==> src/rtl/ssdcf_pkg.sv <==
`timescale 1ns / 1ps
`default_nettype none

package ssdcf_pkg;

  typedef enum logic [1:0] {
    OP_DECIMAL = 2'd0,
    OP_RAW     = 2'd1,
    OP_POWER   = 2'd2,
    OP_BRIGHT  = 2'd3
  } op_t;

  localparam logic [7:0] CMD_DATA    = 8'h40;
  localparam logic [7:0] CMD_ADDRESS = 8'hC0;
  localparam logic [7:0] CMD_DISPLAY = 8'h80;
  localparam logic [7:0] SEG_MINUS   = 8'h40;
  localparam logic [7:0] SEG_DOT     = 8'h80;

  localparam logic signed [15:0] NUM_MAX = 16'sd9999;
  localparam logic signed [15:0] NUM_MIN = -16'sd999;

  localparam logic [2:0] BRIGHT_RESET = 3'd1;
  localparam logic       ON_RESET     = 1'b1;

  localparam logic [2:0] BEAT_ADDR  = 3'd1;
  localparam logic [2:0] BEAT_SEG0  = 3'd2;
  localparam logic [2:0] BEAT_LAST  = 3'd5;

  typedef struct packed {
    op_t         operation;
    logic [15:0] number;
    logic        dots;
    logic [31:0] raw_segments;
    logic        turn_on;
    logic [2:0]  brightness;
  } in_t;

  typedef struct packed {
    op_t         operation;
    logic        neg;
    logic [3:0]  thou;
    logic [9:0]  rem;
    logic        dots;
    logic [31:0] raw_segments;
    logic        turn_on;
    logic [2:0]  brightness;
  } mid_t;

  typedef struct packed {
    logic            single;
    logic [3:0][7:0] seg;
    logic [7:0]      ctrl;
    logic [2:0]      bri;
    logic            on;
  } job_t;

  function automatic logic [7:0] seg_lookup(input logic [3:0] d);
    logic [7:0] s;
    case (d)
      4'h0: s = 8'h3F;
      4'h1: s = 8'h06;
      4'h2: s = 8'h5B;
      4'h3: s = 8'h4F;
      4'h4: s = 8'h66;
      4'h5: s = 8'h6D;
      4'h6: s = 8'h7D;
      4'h7: s = 8'h07;
      4'h8: s = 8'h7F;
      4'h9: s = 8'h6F;
      4'hA: s = 8'h77;
      4'hB: s = 8'h7C;
      4'hC: s = 8'h39;
      4'hD: s = 8'h5E;
      4'hE: s = 8'h79;
      4'hF: s = 8'h71;
      default: s = 8'h00;
    endcase
    return s;
  endfunction

endpackage

`default_nettype wire

==> src/rtl/ssdcf_in_if.sv <==
`timescale 1ns / 1ps
`default_nettype none

interface ssdcf_in_if;
  import ssdcf_pkg::*;

  logic        valid;
  logic        ready;
  op_t         operation;
  logic signed [15:0] number;
  logic        dots;
  logic [31:0] raw_segments;
  logic        turn_on;
  logic [7:0]  brightness_value;

  modport source (
    output valid, operation, number, dots, raw_segments, turn_on, brightness_value,
    input  ready
  );

  modport sink (
    input  valid, operation, number, dots, raw_segments, turn_on, brightness_value,
    output ready
  );

endinterface

`default_nettype wire

==> src/rtl/ssdcf_out_if.sv <==
`timescale 1ns / 1ps
`default_nettype none

interface ssdcf_out_if;

  logic       valid;
  logic       ready;
  logic [7:0] byte_value;
  logic       frame_start;
  logic       frame_end;
  logic       last;
  logic [2:0] brightness_now;
  logic       display_on_now;

  modport source (
    output valid, byte_value, frame_start, frame_end, last, brightness_now,
           display_on_now,
    input  ready
  );

  modport sink (
    input  valid, byte_value, frame_start, frame_end, last, brightness_now,
           display_on_now,
    output ready
  );

endinterface

`default_nettype wire

==> src/rtl/seven_segment_display_command_framer_unit.sv <==
// Command framer for a four-digit seven-segment driver chip.
// in_ch takes one display command per beat: show a clamped signed decimal,
// show four raw segment bytes, set the on/off flag or set the brightness.
// out_ch gives one beat per byte sent to the chip, with frame_start and
// frame_end marking the start and stop conditions around each frame and
// last marking the final byte of a command. Every beat carries the stored
// brightness and on flag as they stand after that command.
// Show commands give six beats (data command frame, then address command
// plus four segment bytes); on/off and brightness give one beat.
// The first beat of a command leaves after three registers in turn:
// an input register, a stage for the thousands digit and a stage for the
// lower digits and the control byte. Beats then leave one per cycle while
// the receiver is ready; the byte sequencer at the output steps through
// the beats of each frame in order.
// While the receiver stalls, the current beat holds and the stages behind
// it fill up; in_ch stays ready until all three stages hold a command.
// Synchronous reset empties all stages and sets brightness 1, display on.
`timescale 1ns / 1ps
`default_nettype none

module seven_segment_display_command_framer_unit (
  input  wire logic  clk,
  input  wire logic  rst_n,
  ssdcf_in_if.sink   in_ch,
  ssdcf_out_if.source out_ch
);
  import ssdcf_pkg::*;

  logic       in_valid_r;
  in_t        in_r;
  logic       mid_valid_r;
  mid_t       mid_r;
  logic       job_valid_r;
  job_t       job_r;
  logic [2:0] cnt_r;
  logic [2:0] bri_r;
  logic       on_r;

  logic       in_fire;
  logic       mid_ready;
  logic       mid_fire;
  logic       job_ready;
  logic       beat_done;
  logic       job_done;

  logic signed [15:0] clamp_val;
  logic [13:0] mag;
  mid_t        mid_nxt;

  logic [3:0]  hund;
  logic [6:0]  rem2;
  logic [3:0]  tens;
  logic [3:0]  ones;
  logic [2:0]  bri_nxt;
  logic        on_nxt;
  job_t        job_nxt;
  logic [2:0]  cnt_nxt;

  logic [7:0]  out_byte;
  logic        out_start;
  logic        out_end;
  logic        out_last;

  // handshakes
  assign beat_done = job_valid_r && out_ch.ready;
  assign job_done  = beat_done && out_last;
  assign job_ready = !job_valid_r || job_done;
  assign mid_fire  = mid_valid_r && job_ready;
  assign mid_ready = !mid_valid_r || job_ready;
  assign in_fire   = in_valid_r && mid_ready;
  assign in_ch.ready = !in_valid_r || mid_ready;

  // input register
  always_ff @(posedge clk) begin
    if (!rst_n) begin
      in_valid_r <= 1'b0;
    end else if (in_ch.ready) begin
      in_valid_r <= in_ch.valid;
    end
  end

  always_ff @(posedge clk) begin
    if (in_ch.valid && in_ch.ready) begin
      in_r.operation    <= in_ch.operation;
      in_r.number       <= in_ch.number;
      in_r.dots         <= in_ch.dots;
      in_r.raw_segments <= in_ch.raw_segments;
      in_r.turn_on      <= in_ch.turn_on;
      in_r.brightness   <= in_ch.brightness_value[2:0];
    end
  end

  // clamp and thousands digit
  always_comb begin
    if ($signed(in_r.number) > NUM_MAX) begin
      clamp_val = NUM_MAX;
    end else if ($signed(in_r.number) < NUM_MIN) begin
      clamp_val = NUM_MIN;
    end else begin
      clamp_val = $signed(in_r.number);
    end
    mid_nxt.operation    = in_r.operation;
    mid_nxt.dots         = in_r.dots;
    mid_nxt.raw_segments = in_r.raw_segments;
    mid_nxt.turn_on      = in_r.turn_on;
    mid_nxt.brightness   = in_r.brightness;
    mid_nxt.neg          = clamp_val[15];
    mag = clamp_val[15] ? 14'(-clamp_val) : 14'(clamp_val);
    mid_nxt.thou = 4'd0;
    if (!clamp_val[15]) begin
      for (int k = 1; k <= 9; k++) begin
        if (mag >= 14'(k * 1000)) begin
          mid_nxt.thou = 4'(k);
        end
      end
    end
    mid_nxt.rem = 10'(mag - 14'(mid_nxt.thou) * 14'd1000);
  end

  always_ff @(posedge clk) begin
    if (!rst_n) begin
      mid_valid_r <= 1'b0;
    end else if (mid_ready) begin
      mid_valid_r <= in_valid_r;
    end
  end

  always_ff @(posedge clk) begin
    if (in_fire) begin
      mid_r <= mid_nxt;
    end
  end

  // lower digits, state update and frame bytes
  always_comb begin
    hund = 4'd0;
    for (int k = 1; k <= 9; k++) begin
      if (mid_r.rem >= 10'(k * 100)) begin
        hund = 4'(k);
      end
    end
    rem2 = 7'(mid_r.rem - 10'(hund) * 10'd100);
    tens = 4'd0;
    for (int k = 1; k <= 9; k++) begin
      if (rem2 >= 7'(k * 10)) begin
        tens = 4'(k);
      end
    end
    ones = 4'(rem2 - 7'(tens) * 7'd10);

    bri_nxt = bri_r;
    on_nxt  = on_r;
    job_nxt.single = 1'b0;
    case (mid_r.operation)
      OP_DECIMAL: begin
        job_nxt.seg[0] = mid_r.neg ? SEG_MINUS : seg_lookup(mid_r.thou);
        job_nxt.seg[1] = seg_lookup(hund) | (mid_r.dots ? SEG_DOT : 8'h00);
        job_nxt.seg[2] = seg_lookup(tens);
        job_nxt.seg[3] = seg_lookup(ones);
      end
      OP_RAW: begin
        job_nxt.seg = mid_r.raw_segments;
      end
      OP_POWER: begin
        job_nxt.seg    = mid_r.raw_segments;
        job_nxt.single = 1'b1;
        on_nxt         = mid_r.turn_on;
      end
      OP_BRIGHT: begin
        job_nxt.seg    = mid_r.raw_segments;
        job_nxt.single = 1'b1;
        bri_nxt        = mid_r.brightness;
      end
      default: begin
        job_nxt.seg = mid_r.raw_segments;
      end
    endcase
    job_nxt.ctrl = CMD_DISPLAY | {4'b0000, on_nxt, bri_nxt};
    job_nxt.bri  = bri_nxt;
    job_nxt.on   = on_nxt;
  end

  always_ff @(posedge clk) begin
    if (!rst_n) begin
      bri_r <= BRIGHT_RESET;
      on_r  <= ON_RESET;
    end else if (mid_fire) begin
      bri_r <= bri_nxt;
      on_r  <= on_nxt;
    end
  end

  always_ff @(posedge clk) begin
    if (!rst_n) begin
      job_valid_r <= 1'b0;
    end else if (job_ready) begin
      job_valid_r <= mid_valid_r;
    end
  end

  always_ff @(posedge clk) begin
    if (mid_fire) begin
      job_r <= job_nxt;
    end
  end

  // byte sequencer
  always_comb begin
    if (job_done || !job_valid_r) begin
      cnt_nxt = 3'd0;
    end else if (beat_done) begin
      cnt_nxt = cnt_r + 3'd1;
    end else begin
      cnt_nxt = cnt_r;
    end
  end

  always_ff @(posedge clk) begin
    if (!rst_n) begin
      cnt_r <= 3'd0;
    end else begin
      cnt_r <= cnt_nxt;
    end
  end

  always_comb begin
    if (job_r.single) begin
      out_byte  = job_r.ctrl;
      out_start = 1'b1;
      out_end   = 1'b1;
      out_last  = 1'b1;
    end else begin
      case (cnt_r)
        3'd0:      out_byte = CMD_DATA;
        BEAT_ADDR: out_byte = CMD_ADDRESS;
        default:   out_byte = job_r.seg[2'(cnt_r - BEAT_SEG0)];
      endcase
      out_start = (cnt_r <= BEAT_ADDR);
      out_end   = (cnt_r == 3'd0) || (cnt_r == BEAT_LAST);
      out_last  = (cnt_r == BEAT_LAST);
    end
  end

  assign out_ch.valid          = job_valid_r;
  assign out_ch.byte_value     = out_byte;
  assign out_ch.frame_start    = out_start;
  assign out_ch.frame_end      = out_end;
  assign out_ch.last           = out_last;
  assign out_ch.brightness_now = job_r.bri;
  assign out_ch.display_on_now = job_r.on;

  assert property (@(posedge clk) disable iff (!rst_n)
    job_valid_r |-> cnt_r <= BEAT_LAST)
    else $error("beat counter past last beat");

  assert property (@(posedge clk) disable iff (!rst_n)
    job_valid_r && job_r.single |-> cnt_r == 3'd0)
    else $error("control frame beyond one beat");

  assert property (@(posedge clk) disable iff (!rst_n)
    beat_done && !out_last |=> job_valid_r && cnt_r == $past(cnt_r) + 3'd1)
    else $error("frame beat skipped or job lost");

  assert property (@(posedge clk) disable iff (!rst_n)
    !(mid_fire && (mid_r.operation == OP_POWER || mid_r.operation == OP_BRIGHT))
    |=> $stable(bri_r) && $stable(on_r))
    else $error("display state changed without control command");

  assert property (@(posedge clk) disable iff (!rst_n)
    job_valid_r && !beat_done |=> job_valid_r && $stable(cnt_r))
    else $error("stalled beat moved");

endmodule

`default_nettype wire

==> src/flat_wrapper.sv <==
// flat-port wrapper written by rule: the top's interface ports become plain ports
module seven_segment_display_command_framer_unit_flat import ssdcf_pkg::*;
  (clk, rst_n, in_ch_valid, in_ch_operation, in_ch_number, in_ch_dots, in_ch_raw_segments, in_ch_turn_on, in_ch_brightness_value, in_ch_ready, out_ch_valid, out_ch_byte_value, out_ch_frame_start, out_ch_frame_end, out_ch_last, out_ch_brightness_now, out_ch_display_on_now, out_ch_ready);
  ssdcf_in_if in_ch_i ();
  ssdcf_out_if out_ch_i ();
  input  wire logic clk;
  input  wire logic rst_n;
  input wire logic [$bits(in_ch_i.valid)-1:0] in_ch_valid;
  input wire logic [$bits(in_ch_i.operation)-1:0] in_ch_operation;
  input wire logic [$bits(in_ch_i.number)-1:0] in_ch_number;
  input wire logic [$bits(in_ch_i.dots)-1:0] in_ch_dots;
  input wire logic [$bits(in_ch_i.raw_segments)-1:0] in_ch_raw_segments;
  input wire logic [$bits(in_ch_i.turn_on)-1:0] in_ch_turn_on;
  input wire logic [$bits(in_ch_i.brightness_value)-1:0] in_ch_brightness_value;
  output wire logic [$bits(in_ch_i.ready)-1:0] in_ch_ready;
  output wire logic [$bits(out_ch_i.valid)-1:0] out_ch_valid;
  output wire logic [$bits(out_ch_i.byte_value)-1:0] out_ch_byte_value;
  output wire logic [$bits(out_ch_i.frame_start)-1:0] out_ch_frame_start;
  output wire logic [$bits(out_ch_i.frame_end)-1:0] out_ch_frame_end;
  output wire logic [$bits(out_ch_i.last)-1:0] out_ch_last;
  output wire logic [$bits(out_ch_i.brightness_now)-1:0] out_ch_brightness_now;
  output wire logic [$bits(out_ch_i.display_on_now)-1:0] out_ch_display_on_now;
  input wire logic [$bits(out_ch_i.ready)-1:0] out_ch_ready;
  assign in_ch_i.valid = in_ch_valid;
  assign in_ch_i.operation = in_ch_operation;
  assign in_ch_i.number = in_ch_number;
  assign in_ch_i.dots = in_ch_dots;
  assign in_ch_i.raw_segments = in_ch_raw_segments;
  assign in_ch_i.turn_on = in_ch_turn_on;
  assign in_ch_i.brightness_value = in_ch_brightness_value;
  assign in_ch_ready = in_ch_i.ready;
  assign out_ch_valid = out_ch_i.valid;
  assign out_ch_byte_value = out_ch_i.byte_value;
  assign out_ch_frame_start = out_ch_i.frame_start;
  assign out_ch_frame_end = out_ch_i.frame_end;
  assign out_ch_last = out_ch_i.last;
  assign out_ch_brightness_now = out_ch_i.brightness_now;
  assign out_ch_display_on_now = out_ch_i.display_on_now;
  assign out_ch_i.ready = out_ch_ready;
  seven_segment_display_command_framer_unit u_core (.clk(clk), .rst_n(rst_n), .in_ch(in_ch_i), .out_ch(out_ch_i));
endmodule
==> config.mk <==
export PLATFORM = sky130hd
export DESIGN_NAME = seven_segment_display_command_framer_unit_flat
export DESIGN_NICKNAME = d
export VERILOG_FILES = /design/src/rtl/ssdcf_pkg.sv /design/src/rtl/ssdcf_in_if.sv /design/src/rtl/ssdcf_out_if.sv /design/src/rtl/seven_segment_display_command_framer_unit.sv /design/src/flat_wrapper.sv
export SDC_FILE = /design/constraint.sdc
export NUM_CORES = 1
export LEC_CHECK = 0
export ABC_AREA = 1
export BUFFER_PORTS_ARGS = -buffer_cell sky130_fd_sc_hd__buf_2
export CAP_MARGIN = 20
export CORE_ASPECT_RATIO = 0.5
export CORE_UTILIZATION = 30
export DETAILED_ROUTE_END_ITERATION = 7
export HOLD_SLACK_MARGIN = 0.1
export PLACE_DENSITY_LB_ADDON = 0.1
export REMOVE_ABC_BUFFERS = 1
export SYNTH_ARGS = -nofsm -noshare
export SYNTH_HDL_FRONTEND = slang
export SYNTH_SLANG_ARGS = --single-unit
==> constraint.sdc <==
create_clock -name clk -period 8.6 [get_ports clk]
set_input_delay 0 -clock clk [delete_from_list [all_inputs] [get_ports clk]]
set_output_delay 0 -clock clk [all_outputs]
set_load 0.02 [all_outputs]
# Word-level counts from Yosys, hierarchy flattened
# Memory sizes are Yosys's and may differ from the RTL's. A register that Yosys moved wholly into a read port is not among the register bits.
# Index checks and enable logic that the tools add are counted.
# W data, S select, Z words.
# word_totals
register_bits	160
mem_bits_ro	448
wordCells	142
memories	4
# mem_list
memory	depth	word_bits	read_ports	rd_ports_with_merged_regs	wr	line	text
(name not given)	16	7	1	1	0	ssdcf_pkg.sv:59	case (d)
(name not given)	16	7	1	0	0	ssdcf_pkg.sv:59	
(name not given)	16	7	1	0	0	ssdcf_pkg.sv:59	
(name not given)	16	7	1	0	0	ssdcf_pkg.sv:59	
# classes
addsub	6
mul	3
order_cmp	31
n_eq_ne	5
mux	46
n_bitwise	2
n_reduce_logical	17
# ops
cell	count
$pmux W32 S2	1
$ge A14 B13 Y1 const B	4
$ge A10 B10 Y1 const B	4
$mux W8	5
$mux W3	13
$mux W16	2
$mux W4	8
$ge A10 B9 Y1 const B	3
$ge A14 B12 Y1 const B	2
$ge A7 B6 Y1 const B	3
$ge A7 B7 Y1 const B	3
$bmux W8 S2	1
$gt A16 B15 Y1 const B	1
$lt A16 B11 Y1 const B	1
$pmux W8 S2	1
$ge A14 B10 Y1 const B	1
$ge A14 B11 Y1 const B	1
$ge A14 B14 Y1 const B	1
$ge A7 B5 Y1 const B	2
$mux W14	1
$neg A14 Y14	1
$mux W2	6
$ge A10 B7 Y1 const B	1
$ge A10 B8 Y1 const B	1
25 further kinds	43

# Longest topological paths before layout
# Gate-level depths: netlist of the first run.
# An unclocked memory read counts as a cell.
# logic_depth
ltp_word	26
mapped_depth	41
mapped_depth_nobuf	40

# Least setup slack after synthesis of the first run
# Ideal clock, no wire load.
# synth_path
kind	reg-to-reg
from	register u_core.in_r[38] (netlist name)
to	register u_core.mid_r[46] (netlist name), data pin
t_arrival_ns	5.797
required_ns	8.346
path_slack_ns	2.550
stages_incl_launch_ff	35
n_path_buf	1
synth_period_minus_slack_ns	6.050
path_cell_list	edfxtp_1 > o311ai_0 > a311o_1 > ha_1 > buf_4 > nor2_1 > nand2_1 > inv_1 > ha_1 > nand3_1 > o311ai_4 > nand2_1 > o21ai_1 > nand4_4 > nor2_1 > o21ai_1 > nor2_1 > nor2_2 > nand2_1 > nand2_1 > nand2_1 > inv_1 > ha_1 > inv_1 > fa_1 > inv_1 > fa_1 > inv_1 > ha_1 > inv_1 > o21bai_1 > a21oi_1 > xor2_1 > xor2_1 > inv_1
# synth_rtl
item	line	text
start: declaration	seven_segment_display_command_framer_unit.sv:30	in_t in_r;
end signal: assignment	seven_segment_display_command_framer_unit.sv:130	mid_r <= mid_nxt;
end: declaration	seven_segment_display_command_framer_unit.sv:32	mid_t mid_r;

==> impl_metrics.yaml, run 1 <==
critical_path:
  rrSetupSlack_ns: 1.69
  worst_path_most_repeated_cell: "inv_1"
  cp.required_ns: 8.78
  path_class: "flip-flop to flip-flop"
  worst_ep_arrival_time_ns: 7.09
  cp-start-kind: "flip-flop"
  reg2regPathDepth: 33
  critPathMaxStageDelay_ns: 0.53
  reg2reg_from: "u_core.in_r[38]$_DFFE_PP_"
  cp-end-kind: "flip-flop"
  rr_endpoint: "u_core.mid_r[46]$_DFFE_PP_"
  cpMaxStageDelayCell: "fa_1"
  crit_path_max_fanout: 13
clock_network:
  clk_latency_ns: 0.43
  cts_hold_buf: 58
  post_cts_buffers: 0
  cts.sinks: 163
  htree_levels: 4
  postCtsResizedCells: 0
  numCtsBuffers: 17
  root_buffer: "clkbuf_16"
  clk_pin_slew_ns: 0.07
  clock_path_buffers: 2
  tritoncts: "built"
yosys:
  synthDistinctLibCells: 60
  synth_top_area_cell: "edfxtp_1"
  syn_area_per_cell_um2: 9.82
  yosysTopAreaCellShare_pct: 50.0
  synthTopCellsByArea: "edfxtp_1 50%, ha_1 7.0%, nand2_1 6.8%, inv_1 5.0%, nor2_1 4.3%"
  synth_edf_count: 146
  synth_warnings: 0
  synth-seq-cells: 163
  synth_seq_area_share_pct: 53.9
  postSynthCellCount: 893
  syn_area_um2: 8770
  async_flop_share_pct: 0
  ys.flop_type: "edfxtp_1"
cells_and_area:
  utilization_pct: 38.0
  fillCellCount: 2816
  drive_gt1_share_pct: 15.6
  antenna_cells: 0
  syn2layout_area_growth_pct: 22.1
  fin_area_um2: 10700
  nNetsFinal: 1152
  final_cell_mix: "160 x nand2_1, 146 x edfxtp_1, 115 x inv_1"
  layout_commonest_cell: "nand2_1"
sta:
  holdWs_ns: 0.271
  slew_headroom_pct: 47.3
  hold_viol: 0
  tightest_slew_ns: 0.782
  fin_crit_ns: 6.91
  setup_violations: 0
  max_freq_mhz: 145
  finalCritPeriodShare_pct: 80.3
  fin_setup_tns_ns: 0
  finalMaxSlewViolations: 0
  skew_ns: 0.0124
  rsz0062_at_grt: "no"
global_route:
  grt_overflow: 0
  grt_max_degree: 50
  antenna_found_initial: 0
  grt_pass1_vias: 6038
  track_usage_pct: 13.6
  grt_pass1_wl_um: 31200
floorplanning:
  die_h_um: 123
  core_area_um2: 28200
  pin_count: 81
  rows: 43
  start_util_pct: 31.1
  dieArea_um2: 30000
  die_w_um: 244
routing:
  avgRoutedWirePerCell_um: 13.7
  num_vias: 6456
  firstDrtPassIters: 5
  top_layer: "met4"
  wl_met3_um: 671
  antenna_left: 0
  met2_length_um: 8620
  wl_met1_um: 10000
  vias_per_cell: 4.52
  drc: 0
  drtIter0Drc: 337
  routed_wl_um: 19500
flow_run:
  maxCapViolations: 0
place:
  place.gp.congestion: 0.827
  dpl_cell_area_um2: 9570
  dp_hpwl_um: 14500
  numPortBuffers: 75
min_path:
  min-delay-start: "in_ch_raw_segments[18]"
  holdCritPathClass: "primary input to flip-flop"
  holdPathStages: 2
  holdPathEnd: "u_core.in_r[22]$_DFFE_PP_"
outcome:
  run_status: "completed"
worst max path at each step:
stage	endpoint	slack (ns)	from	depth (start not counted)
after floorplan	u_core.mid_r[46]$_DFFE_PP_	2.60	u_core.in_r[38]$_DFFE_PP_	33
after global placement	u_core.mid_r[46]$_DFFE_PP_	1.70	u_core.in_r[38]$_DFFE_PP_	33
after detailed placement	u_core.mid_r[46]$_DFFE_PP_	1.69	u_core.in_r[38]$_DFFE_PP_	33
after CTS	u_core.mid_r[46]$_DFFE_PP_	1.65	u_core.in_r[38]$_DFFE_PP_	33
after global routing	u_core.mid_r[46]$_DFFE_PP_	0.97	u_core.in_r[38]$_DFFE_PP_	32
final	u_core.mid_r[46]$_DFFE_PP_	1.69	u_core.in_r[38]$_DFFE_PP_	33
metrics by stage:
stage,setup slack [ns],instances
3_5_place_dp,1.69,1337
2_1_floorplan,2.60,875
6_report,1.69,1427
5_1_grt,0.968,1427
4_1_cts,1.65,1427
3_3_place_gp,1.70,1337
routing by layer:
metal	global-route usage [%]	vias to the layer above
li1	-	3316
met1	18.8	3029
met2	21.0	98
met3	3.39	13
met4	3.75	0
met5	0	-
area by class of cell:
| class | instances | area [um^2] | share of cell area (%) |
|---|---|---|---|
| timing repair buffer | 138 | 993 | 9.28 |
| sequential | 163 | 4720 | 44.1 |
| clock inverter | 14 | 128 | 1.19 |
| inverter | 132 | 500 | 4.67 |
| multi-input combinational | 580 | 3450 | 32.3 |
| tap | 382 | 478 | 4.46 |
| clock buffer | 18 | 429 | 4.01 |
synthesized netlist by cell type (8+ instances only):
cell type and n:
nand3_1 34, dfxtp_1 17, clkbuf_1 11, o22ai_1 8
xnor2_1 8, o21ai_0 57, nand2_2 10, a31oi_1 9
ha_1 49, edfxtp_1 146, a21oi_1 37, inv_2 10
nand2_1 160, inv_1 117, o21ai_1 12, xor2_1 10
nor2_1 100
flip-flops by register name (all words and copies together) (netlist names), named ones only:
name,count
u_core.in_r,55
u_core.mid_r,54
u_core.job_r,34
u_core.bri_r,3
u_core.cnt_r,3
u_core.out_ch.brightness_now,2
u_core.in_valid_r,1
u_core.mid_valid_r,1
u_core.on_r,1
u_core.out_ch.display_on_now,1
u_core.out_ch.valid,1
critical path: cells and delay by family (launching register included):
| kind | cells | cell delay, ns |
|---|---|---|
| fa+ha+maj | 6 | 2.16 |
| compound gates | 7 | 1.66 |
| simple gates | 11 | 1.49 |
| buf+inv | 7 | 0.56 |
| flops | 1 | 0.45 |
| xor+xnor | 2 | 0.34 |
kinds of logic (layout without fill, tap and decap cells):
family          after synthesis  count (layout)  synth area share (%)
compound gates              165             165                  11.6
xor+xnor                     19              19                  1.98
fa+ha+maj                    56              56                  8.59
flops                       163             163                  53.9
buf+inv                     150             302                  6.83
simple gates                339             339                  17.0
mux                           1               1                 0.128
Power of run 1 is left out: the tool's default activity adds up to more than one toggle a clock period on the data nets, which glitch-free logic cannot reach.
==> run 2: changes to the inputs <==
==> constraint.sdc (replaced) <==
create_clock -name clk -period 5.7 [get_ports clk]
set_input_delay 0 -clock clk [delete_from_list [all_inputs] [get_ports clk]]
set_output_delay 0 -clock clk [all_outputs]
set_load 0.02 [all_outputs]
==> impl_metrics.yaml, run 2 (synthesis results as in run 1) <==
outcome:
  run_status: "completed"
routing:
  wl_met3_um: 561
  wl_met1_um: 10500
  firstDrtPassIters: 5
  avgRoutedWirePerCell_um: 13.6
  vias_per_cell: 4.45
  met2_length_um: 9630
  num_vias: 6840
  top_layer: "met4"
  routed_wl_um: 20900
  drc: 0
  drtIter0Drc: 397
  antenna_left: 0
cells_and_area:
  fillCellCount: 2778
  top_regs: "u_core.in_r x55, u_core.mid_r x54, u_core.job_r x34"
  seq_area_um2: 4720
  drive_gt1_share_pct: 28.4
  utilization_pct: 42.2
  antenna_cells: 0
  fin_cells: 1537
  largest_reg_flops: 55
  layout_commonest_cell: "nand2_1"
  multi_input_area_um2: 3760
  final_cell_mix: "151 x nand2_1, 146 x edfxtp_1, 111 x buf_4"
  top_register: "u_core.in_r"
  syn2layout_area_growth_pct: 35.7
  nNetsFinal: 1263
  fin_area_um2: 11900
clock_network:
  cts.sinks: 163
  tritoncts: "built"
  htree_levels: 4
  root_buffer: "clkbuf_16"
  clk_pin_slew_ns: 0.07
  clock_path_buffers: 2
  clk_latency_ns: 0.43
  numCtsBuffers: 17
critical_path:
  cp.required_ns: 5.89
  cpMaxStageDelayCell: "fa_1"
  path_class: "flip-flop to flip-flop"
  critPathMaxStageDelay_ns: 0.53
  cp-start-kind: "flip-flop"
  crit_family: "adder cells"
  cp-end-kind: "flip-flop"
  path_buf_inv: 6
  worst_ep_arrival_time_ns: 5.81
  crit_path_max_fanout: 6
sta:
  finalCritPeriodShare_pct: 98.8
  max_freq_mhz: 178
  skew_ns: 0.0110
  rsz0062_at_grt: "yes"
  tightest_slew_ns: 0.682
  hold_viol: 0
  slew_headroom_pct: 54.4
  fin_setup_tns_ns: 0
  fin_crit_ns: 5.63
  setup_violations: 0
  finalMaxSlewViolations: 0
global_route:
  grt_pass1_vias: 6649
  antenna_found_initial: 0
  grt_pass1_wl_um: 33300
  track_usage_pct: 14.4
  grt_overflow: 0
  grt_max_degree: 41
floorplanning:
  start_util_pct: 31.1
  pin_count: 81
  die_w_um: 244
  core_area_um2: 28200
  dieArea_um2: 30000
  die_h_um: 123
  rows: 43
flow_run:
  maxCapViolations: 0
place:
  dp_hpwl_um: 15300
  dp_cells: 1418
  place.gp.congestion: 0.820
  dpl_cell_area_um2: 10200
  numPortBuffers: 75
min_path:
  holdCritPathClass: "primary input to flip-flop"
[run 2: cell types whose count changed in the layout (fill, tap and decap cells not counted), sizes merged]
cell    change
buf       +111
bufinv      +1
clkinv      -2
[run 2: per-stage QoR]
stage	hold slack, ns	worst slack [ns]
4_1_cts	0.242	0.00227
3_3_place_gp	0.176	-0.249
3_5_place_dp	0.178	-0.412
5_1_grt	0.248	-0.300
6_report	0.271	0.0701
2_1_floorplan	0.0841	-0.297
[run 2: metal layers]
layer | global-route usage [%] | vias up
li1 | - | 3527
met1 | 19.2 | 3224
met2 | 23.3 | 76
met3 | 3.49 | 13
met4 | 4.41 | 0
met5 | 0 | -
[run 2: final cells by class]
class,count,share of cell area (%)
clock buffers,18,3.61
flip-flops and latches,163,39.7
repair buffers,249,15.7
inverters,132,4.23
multi-input cells,580,31.6
well taps,382,4.02
clock inverters,13,1.07
[run 2: path summary, 6_finish.rpt]
kind	start	endpoint	slack (ns)	cells after the start
max	u_core.in_r[48]$_DFFE_PP_	u_core.mid_r[46]$_DFFE_PP_	0.07	31
min	in_ch_number[3]	u_core.in_r[40]$_DFFE_PP_	0.27	2
max reg2reg	u_core.in_r[48]$_DFFE_PP_	u_core.mid_r[46]$_DFFE_PP_	0.07	31
min reg2reg	u_core.in_r[35]$_DFFE_PP_	u_core.mid_r[35]$_DFFE_PP_	0.41	0
[run 2: timing repair]
action | 4_1_cts | 5_1_grt
pin swaps | 33 | 37
hold buffers | 58 | 0
endpoints found under the setup margin | 2 | 10
endpoints found under the hold margin | 65 | 0
gates resized for setup | 45 | 35
buffers inserted | 12 | 17
Power of run 2 is left out for the same reason.
